<file path="src/hdl/sclt_pkg.sv">
// Package for the sign-constrained logistic trainer.
// Holds payload and configuration types, controller codes and the sigmoid table.
// Used by every module of the block; depends on nothing.
`default_nettype none
package sclt_pkg;

  localparam int MAX_SAMPLES_DEF   = 256;
  localparam int FEATURE_COUNT_DEF = 10;
  localparam int IN_FEATURES       = 10;
  localparam int FEAT_W            = 16;
  localparam int W_W               = 32;
  localparam int ACC_W             = 48;
  localparam int SUM_W             = 56;
  localparam int D_W               = 18;
  localparam int G_W               = 34;
  localparam int IDX_W             = 4;
  localparam int STEP_W            = 6;
  localparam int CFG_IDX_W         = 3;
  localparam int CFG_DATA_W        = 20;
  localparam int SIG_LIMIT         = 20;
  localparam int PROB_ONE          = 65536;

  localparam logic [CFG_IDX_W-1:0] CFG_RESTRICTED = 3'd0;
  localparam logic [CFG_IDX_W-1:0] CFG_SIGN_RULES = 3'd1;
  localparam logic [CFG_IDX_W-1:0] CFG_LEARN_RATE = 3'd2;
  localparam logic [CFG_IDX_W-1:0] CFG_DECAY_RATE = 3'd3;
  localparam logic [CFG_IDX_W-1:0] CFG_EPOCH_LIM  = 3'd4;

  localparam logic [19:0] SIGN_RULES_RST = 20'd2304;
  localparam logic [15:0] LEARN_RATE_RST = 16'd39322;
  localparam logic [15:0] DECAY_RATE_RST = 16'd5033;
  localparam logic [11:0] EPOCH_LIM_RST  = 12'd600;

  typedef struct packed {
    logic signed [15:0] feature_0;
    logic signed [15:0] feature_1;
    logic signed [15:0] feature_2;
    logic signed [15:0] feature_3;
    logic signed [15:0] feature_4;
    logic signed [15:0] feature_5;
    logic signed [15:0] feature_6;
    logic signed [15:0] feature_7;
    logic signed [15:0] feature_8;
    logic signed [15:0] feature_9;
    logic               class_label;
    logic               final_sample;
  } in_item_t;

  typedef struct packed {
    logic [3:0]         coefficient_index;
    logic signed [15:0] coefficient_value;
    logic               final_coefficient;
  } out_item_t;

  typedef struct packed {
    logic        restricted_mode;
    logic [19:0] sign_rules;
    logic [15:0] learning_rate;
    logic [15:0] decay_rate;
    logic [11:0] epoch_limit;
  } cfg_t;

  typedef enum logic [3:0] {
    S_IDLE, S_INIT, S_EPOCH, S_READ, S_DOT, S_Z, S_SIG, S_D,
    S_ACC, S_DIVS, S_DIV, S_DEC, S_G, S_LR, S_WR, S_OUT
  } state_t;

  typedef enum logic [4:0] {
    OP_NOP, OP_LOAD, OP_CLR_W, OP_CLR_ACC, OP_READ, OP_DOT, OP_Z, OP_SIG,
    OP_D, OP_ACC, OP_DIVS, OP_DIV, OP_DEC, OP_G, OP_LR, OP_WR, OP_OUT, OP_DONE
  } dp_op_t;

  typedef struct packed {
    dp_op_t           op;
    logic [IDX_W-1:0] idx;
    logic             mul;
    logic             add;
    logic             bias;
  } cmd_t;

  function automatic logic [16:0] sig_lut(input logic [4:0] idx);
    logic [16:0] v;
    case (idx)
      5'd0:    v = 17'd32768;
      5'd1:    v = 17'd47911;
      5'd2:    v = 17'd57724;
      5'd3:    v = 17'd62428;
      5'd4:    v = 17'd64357;
      5'd5:    v = 17'd65097;
      5'd6:    v = 17'd65374;
      5'd7:    v = 17'd65476;
      5'd8:    v = 17'd65514;
      5'd9:    v = 17'd65528;
      5'd10:   v = 17'd65533;
      5'd11:   v = 17'd65535;
      default: v = 17'd65536;
    endcase
    return v;
  endfunction

endpackage
`default_nettype wire

</file>
<file path="src/hdl/sclt_ctrl.sv">
// Controller of the sign-constrained logistic trainer.
// Sequences loading, epochs, per-sample steps, weight updates and output.
// Depends on sclt_pkg.
`default_nettype none
module sclt_ctrl
  import sclt_pkg::*;
#(
  parameter int MAX_SAMPLES   = MAX_SAMPLES_DEF,
  parameter int FEATURE_COUNT = FEATURE_COUNT_DEF,
  localparam int CW = $clog2(MAX_SAMPLES + 1)
) (
  input  wire logic          clk,
  input  wire logic          rst_n,
  input  wire logic          in_valid,
  output logic               in_ready,
  input  wire logic          final_sample,
  output logic               out_valid,
  input  wire logic          out_ready,
  input  wire logic [11:0]   epoch_limit,
  input  wire logic [CW-1:0] n_count,
  output cmd_t               cmd,
  output logic [CW-1:0]      rd_addr
);

  localparam logic [IDX_W-1:0] FC_IDX = IDX_W'(FEATURE_COUNT);

  state_t            state_r, state_nxt;
  logic [11:0]       epoch_r, epoch_nxt;
  logic [CW-1:0]     k_r, k_nxt;
  logic [IDX_W-1:0]  i_r, i_nxt;
  logic [STEP_W-1:0] step_r, step_nxt;

  always_ff @(posedge clk) begin
    if (!rst_n) begin
      state_r <= S_IDLE;
      epoch_r <= '0;
      k_r     <= '0;
      i_r     <= '0;
      step_r  <= '0;
    end else begin
      state_r <= state_nxt;
      epoch_r <= epoch_nxt;
      k_r     <= k_nxt;
      i_r     <= i_nxt;
      step_r  <= step_nxt;
    end
  end

  assign rd_addr = k_r;

  always_comb begin
    state_nxt = state_r;
    epoch_nxt = epoch_r;
    k_nxt     = k_r;
    i_nxt     = i_r;
    step_nxt  = step_r;
    in_ready  = 1'b0;
    out_valid = 1'b0;
    cmd.op    = OP_NOP;
    cmd.idx   = i_r;
    cmd.mul   = (i_r != FC_IDX);
    cmd.add   = (i_r != '0);
    cmd.bias  = (i_r == FC_IDX);
    case (state_r)
      S_IDLE: begin
        in_ready = 1'b1;
        if (in_valid) begin
          cmd.op = OP_LOAD;
          if (final_sample) begin
            state_nxt = S_INIT;
          end
        end
      end
      S_INIT: begin
        cmd.op    = OP_CLR_W;
        epoch_nxt = '0;
        i_nxt     = '0;
        if (n_count == '0 || epoch_limit == '0) begin
          state_nxt = S_OUT;
        end else begin
          state_nxt = S_EPOCH;
        end
      end
      S_EPOCH: begin
        cmd.op    = OP_CLR_ACC;
        k_nxt     = '0;
        state_nxt = S_READ;
      end
      S_READ: begin
        cmd.op    = OP_READ;
        i_nxt     = '0;
        state_nxt = S_DOT;
      end
      S_DOT: begin
        cmd.op = OP_DOT;
        if (i_r == FC_IDX) begin
          state_nxt = S_Z;
        end else begin
          i_nxt = i_r + 1'b1;
        end
      end
      S_Z: begin
        cmd.op    = OP_Z;
        state_nxt = S_SIG;
      end
      S_SIG: begin
        cmd.op    = OP_SIG;
        state_nxt = S_D;
      end
      S_D: begin
        cmd.op    = OP_D;
        i_nxt     = '0;
        state_nxt = S_ACC;
      end
      S_ACC: begin
        cmd.op = OP_ACC;
        if (i_r == FC_IDX) begin
          i_nxt = '0;
          if (k_r + 1'b1 == n_count) begin
            state_nxt = S_DIVS;
          end else begin
            k_nxt     = k_r + 1'b1;
            state_nxt = S_READ;
          end
        end else begin
          i_nxt = i_r + 1'b1;
        end
      end
      S_DIVS: begin
        cmd.op    = OP_DIVS;
        step_nxt  = '0;
        state_nxt = S_DIV;
      end
      S_DIV: begin
        cmd.op   = OP_DIV;
        step_nxt = step_r + 1'b1;
        if (step_r == STEP_W'(ACC_W - 1)) begin
          state_nxt = S_DEC;
        end
      end
      S_DEC: begin
        cmd.op    = OP_DEC;
        state_nxt = S_G;
      end
      S_G: begin
        cmd.op    = OP_G;
        state_nxt = S_LR;
      end
      S_LR: begin
        cmd.op    = OP_LR;
        state_nxt = S_WR;
      end
      S_WR: begin
        cmd.op = OP_WR;
        if (i_r == FC_IDX) begin
          i_nxt     = '0;
          epoch_nxt = epoch_r + 1'b1;
          if (epoch_r + 1'b1 == epoch_limit) begin
            state_nxt = S_OUT;
          end else begin
            state_nxt = S_EPOCH;
          end
        end else begin
          i_nxt     = i_r + 1'b1;
          state_nxt = S_DIVS;
        end
      end
      S_OUT: begin
        cmd.op    = OP_OUT;
        out_valid = 1'b1;
        if (out_ready) begin
          if (i_r == FC_IDX) begin
            cmd.op    = OP_DONE;
            i_nxt     = '0;
            state_nxt = S_IDLE;
          end else begin
            i_nxt = i_r + 1'b1;
          end
        end
      end
      default: begin
        state_nxt = S_IDLE;
      end
    endcase
  end

endmodule
`default_nettype wire

</file>
<file path="config.mk">
export PLATFORM = sky130hd
export DESIGN_NAME = sclt_ctrl
export DESIGN_NICKNAME = d
export VERILOG_FILES = /design/src/hdl/sclt_pkg.sv /design/src/hdl/sclt_ctrl.sv
export SDC_FILE = /design/constraint.sdc
export NUM_CORES = 1
export LEC_CHECK = 0
export BUFFER_PORTS_ARGS = -buffer_cell sky130_fd_sc_hd__buf_4
export CAP_MARGIN = 20
export CELL_PAD_IN_SITES_DETAIL_PLACEMENT = 1
export CELL_PAD_IN_SITES_GLOBAL_PLACEMENT = 2
export CORE_AREA = 5 5 96 98
export CTS_CLUSTER_DIAMETER = 100
export DETAILED_ROUTE_END_ITERATION = 16
export DIE_AREA = 0 0 101 103
export PLACE_DENSITY = 0.9
export REMOVE_ABC_BUFFERS = 1
export SYNTH_ARGS = -nofsm -noshare
export SYNTH_HDL_FRONTEND = slang
export SYNTH_SLANG_ARGS = --single-unit
</file>
<file path="constraint.sdc">
create_clock -name clk -period 5.55 [get_ports clk]
set_clock_uncertainty 0.1 [all_clocks]
set_input_delay 1.11 -clock clk [delete_from_list [all_inputs] [get_ports clk]]
set_output_delay 1.11 -clock clk [all_outputs]
set_load 0.02 [all_outputs]
</file>
==> reports/summary.txt <==
Place WS: 2410 ps
Worst-skew pair later-pin latency: 290 ps
Non-filler instance count after layout: 499
First-pass GRT wire length: 13700 µm
Final worst slack: 2350 ps
Drt initial violations: 135
PwrDens: 235 nW/µm²
Post-synthesis async set-or-reset flop share: 0%
Area contributors post-synth: dfxtp_1 (25%), xnor2_1 (6.6%), a21oi_1 (4.5%)
Crit path from: i_r[0]
Die area: 10400 µm²
Synth top cells by count: dfxtp_1 (35), nor2_1 (32), nand2_1 (26)
Synth warn: 0
EDFF count, synth: 0
Top cell type's share of synthesized area: 25.0%
Post-Place Cell Area: 3120 µm²
Ys flop type: dfxtp_1
Fin area: 3220 µm²
Die Y: 103 µm
Routed WL: 8220 µm
Mapped Area: 2810 µm²
Final Hold Fails: 0
Critical path peak fanout: 9
Synth unique cells: 58
Final hold slack: 396 ps
Vias per cell: 5.68
Tcrit/Tclk final: 57.7%
Largest net degree at the start of global routing: 28
Worst slew pin tran: 1030 ps
GRT Total Usage: 16.1%
Root buffer cell: clkbuf_8
Avg Cell Area, Syn: 7.71 µm²
Row count: 34
Die W: 101 µm
Gr ovfl total: 0
Syn Inst Count: 364
# diodes: 0
Peak VDD IR: 0.115 mV
DRT Pass-1 Iters: 4
Share of cells above drive strength 1: 17.1%
Status: completed
Gpl congestion: 0.827
Critical Path Sink Type: output port
TritonCTS buffer count: 5
Post-layout net count: 422
Slew HR: 30.7%
Most area-hungry cell type in the Yosys netlist: dfxtp_1
Startpoint types: flip-flop
R2R cell count: 7
Initial antenna violation count: 0
Post-DP HPWL: 6290 µm
HP Start: step_r[3]
Worst R2R Start: rd_addr[0]
Drt drc: 0
Slew Viols, Final: 0
Final setup vio count: 0
Most common cell in the netlist: dfxtp_1
Worst EP arrival: 1990 ps
R2R setup slack: 2700 ps
Max Cap Viol: 0
Lkg Pwr: 1.21 nW
Io pins: 49
Reg clk slew, reported paths: 70 ps
Number of global-route vias before repair: 2712
Setup Fix Bufs, Post-CTS: 0
Deepest clock path buffer count: 2
CP required: 4340 ps
Core Region: 8380 µm²
Port-buffer cells: 48
H-Tree Depth: 2
#FFs+latches synth: 35
TritonCTS clock tree: built
Fmax: 312 MHz
Reg2reg end: state_r[1]
PostCTS Resize Cnt: 0
P&R area growth vs syn: 14.8%
DRT antenna net count: 0
Initial Util: 33.5%
Fin Setup TNS: 0 ps
Unrepaired setup endpoints after global routing: false
Min cycle time layout: 3200 ps
Routed wire per std cell: 16.5 µm
Hold Path End: step_r[3]
Sequential area share after synthesis: 25.0%
Inst Count DP: 491
Total power: 0.759 mW
DR vias: 2832
Hold Path Class: flip-flop to flip-flop
Total clock sinks: 35
Final Core Density: 38.5%
Post-CTS Hold Buffers: 0
Hold depth: 2
CP Class: flip-flop to output port
## layer usage
metal	GRT usage [%]	vias up	part of all wire, %	wire length [µm]
met1	22.4	1373	49	4010
met4	4.29	0	1.3	106
met5	0	-	0	0
li1	-	1407	-	-
met2	26.2	46	47	3840
met3	2.44	6	3.1	251
## area by class of cell
cell class                      count  area, µm²
Clock buffer                        7       96.3
Sequential cell                    35        701
Inverter                           10       37.5
Clock inverter                      1       7.51
Tap cell                          108        135
Timing Repair Buffer               48        360
Fill cell                        1028       5160
Multi-Input combinational cell    290       1890
## registers in the layout, indices dropped and copies added (netlist names)
| signal | count |
|---|---|
| epoch_r | 12 |
| i_r | 4 |
| rd_addr | 9 |
| state_r | 4 |
| step_r | 6 |
## logic make-up (layout without fill, tap and decap cells)
kind of cell,after synthesis,after routing,synth area share (%)
multiplexers,3,3,1.07
XOR/XNOR,34,34,10.6
flip-flops,35,35,25.0
AO/OA/AOI/OAI,95,95,22.7
buffers and inverters,39,66,7.85
AND/OR/NAND/NOR,152,152,30.1
adder cells (fa/ha/maj),6,6,2.67
## worst max-delay path: stages, from the launching register on
cell      delay (ps)
dfxtp_1          420
inv_1             90
ha_1             200
nand3b_1         170
clkinv_1         270
nand2_1          130
nand2_1           50
nand2_1           90
o21ai_0           90
buf_4            190
## worst max-delay path by stage
| stage | slack [ps] | to | cells past startpoint |
|---|---|---|---|
| after floorplan | 2480 | cmd[7] | 8 |
| after global placement | 2400 | state_r[1] | 7 |
| after detailed placement | 2410 | state_r[1] | 7 |
| after CTS | 2320 | cmd[7] | 9 |
| after global routing | 2120 | cmd[7] | 9 |
| final | 2350 | cmd[7] | 9 |
## layout by cell type (no fill, tap or decap), types with 3 or more instances in the layout
| cell | netlist | final |
|---|---|---|
| and2_1 | 5 | 5 |
| ha_1 | 6 | 6 |
| buf_4 | 1 | 48 |
| o2111ai_1 | 7 | 7 |
| nand2_1 | 26 | 26 |
| and3_1 | 10 | 10 |
| o311ai_1 | 8 | 8 |
| xor2_1 | 13 | 13 |
| clkbuf_8 | 3 | 7 |
| nor3_1 | 6 | 6 |
| nor2_1 | 32 | 32 |
| a21oi_1 | 25 | 25 |
| a31oi_1 | 6 | 6 |
| or3_1 | 4 | 4 |
| o21ai_0 | 21 | 21 |
| nand3b_1 | 4 | 4 |
| and4_1 | 4 | 4 |
| nor2b_1 | 3 | 3 |
| mux2i_1 | 3 | 3 |
| nor4_1 | 5 | 5 |
| nand3_1 | 24 | 24 |
| xnor2_1 | 21 | 21 |
| nand4_1 | 10 | 10 |
| a211oi_1 | 4 | 4 |
| dfxtp_1 | 35 | 35 |
| o211ai_1 | 7 | 7 |
| inv_1 | 8 | 8 |
## power by group
group	internal, mW	total [mW]	switching [mW]
combinational	0.102	0.246	0.144
clock	0.113	0.210	0.0972
sequential	0.263	0.303	0.0400
(Power assumes the default switching activity.)
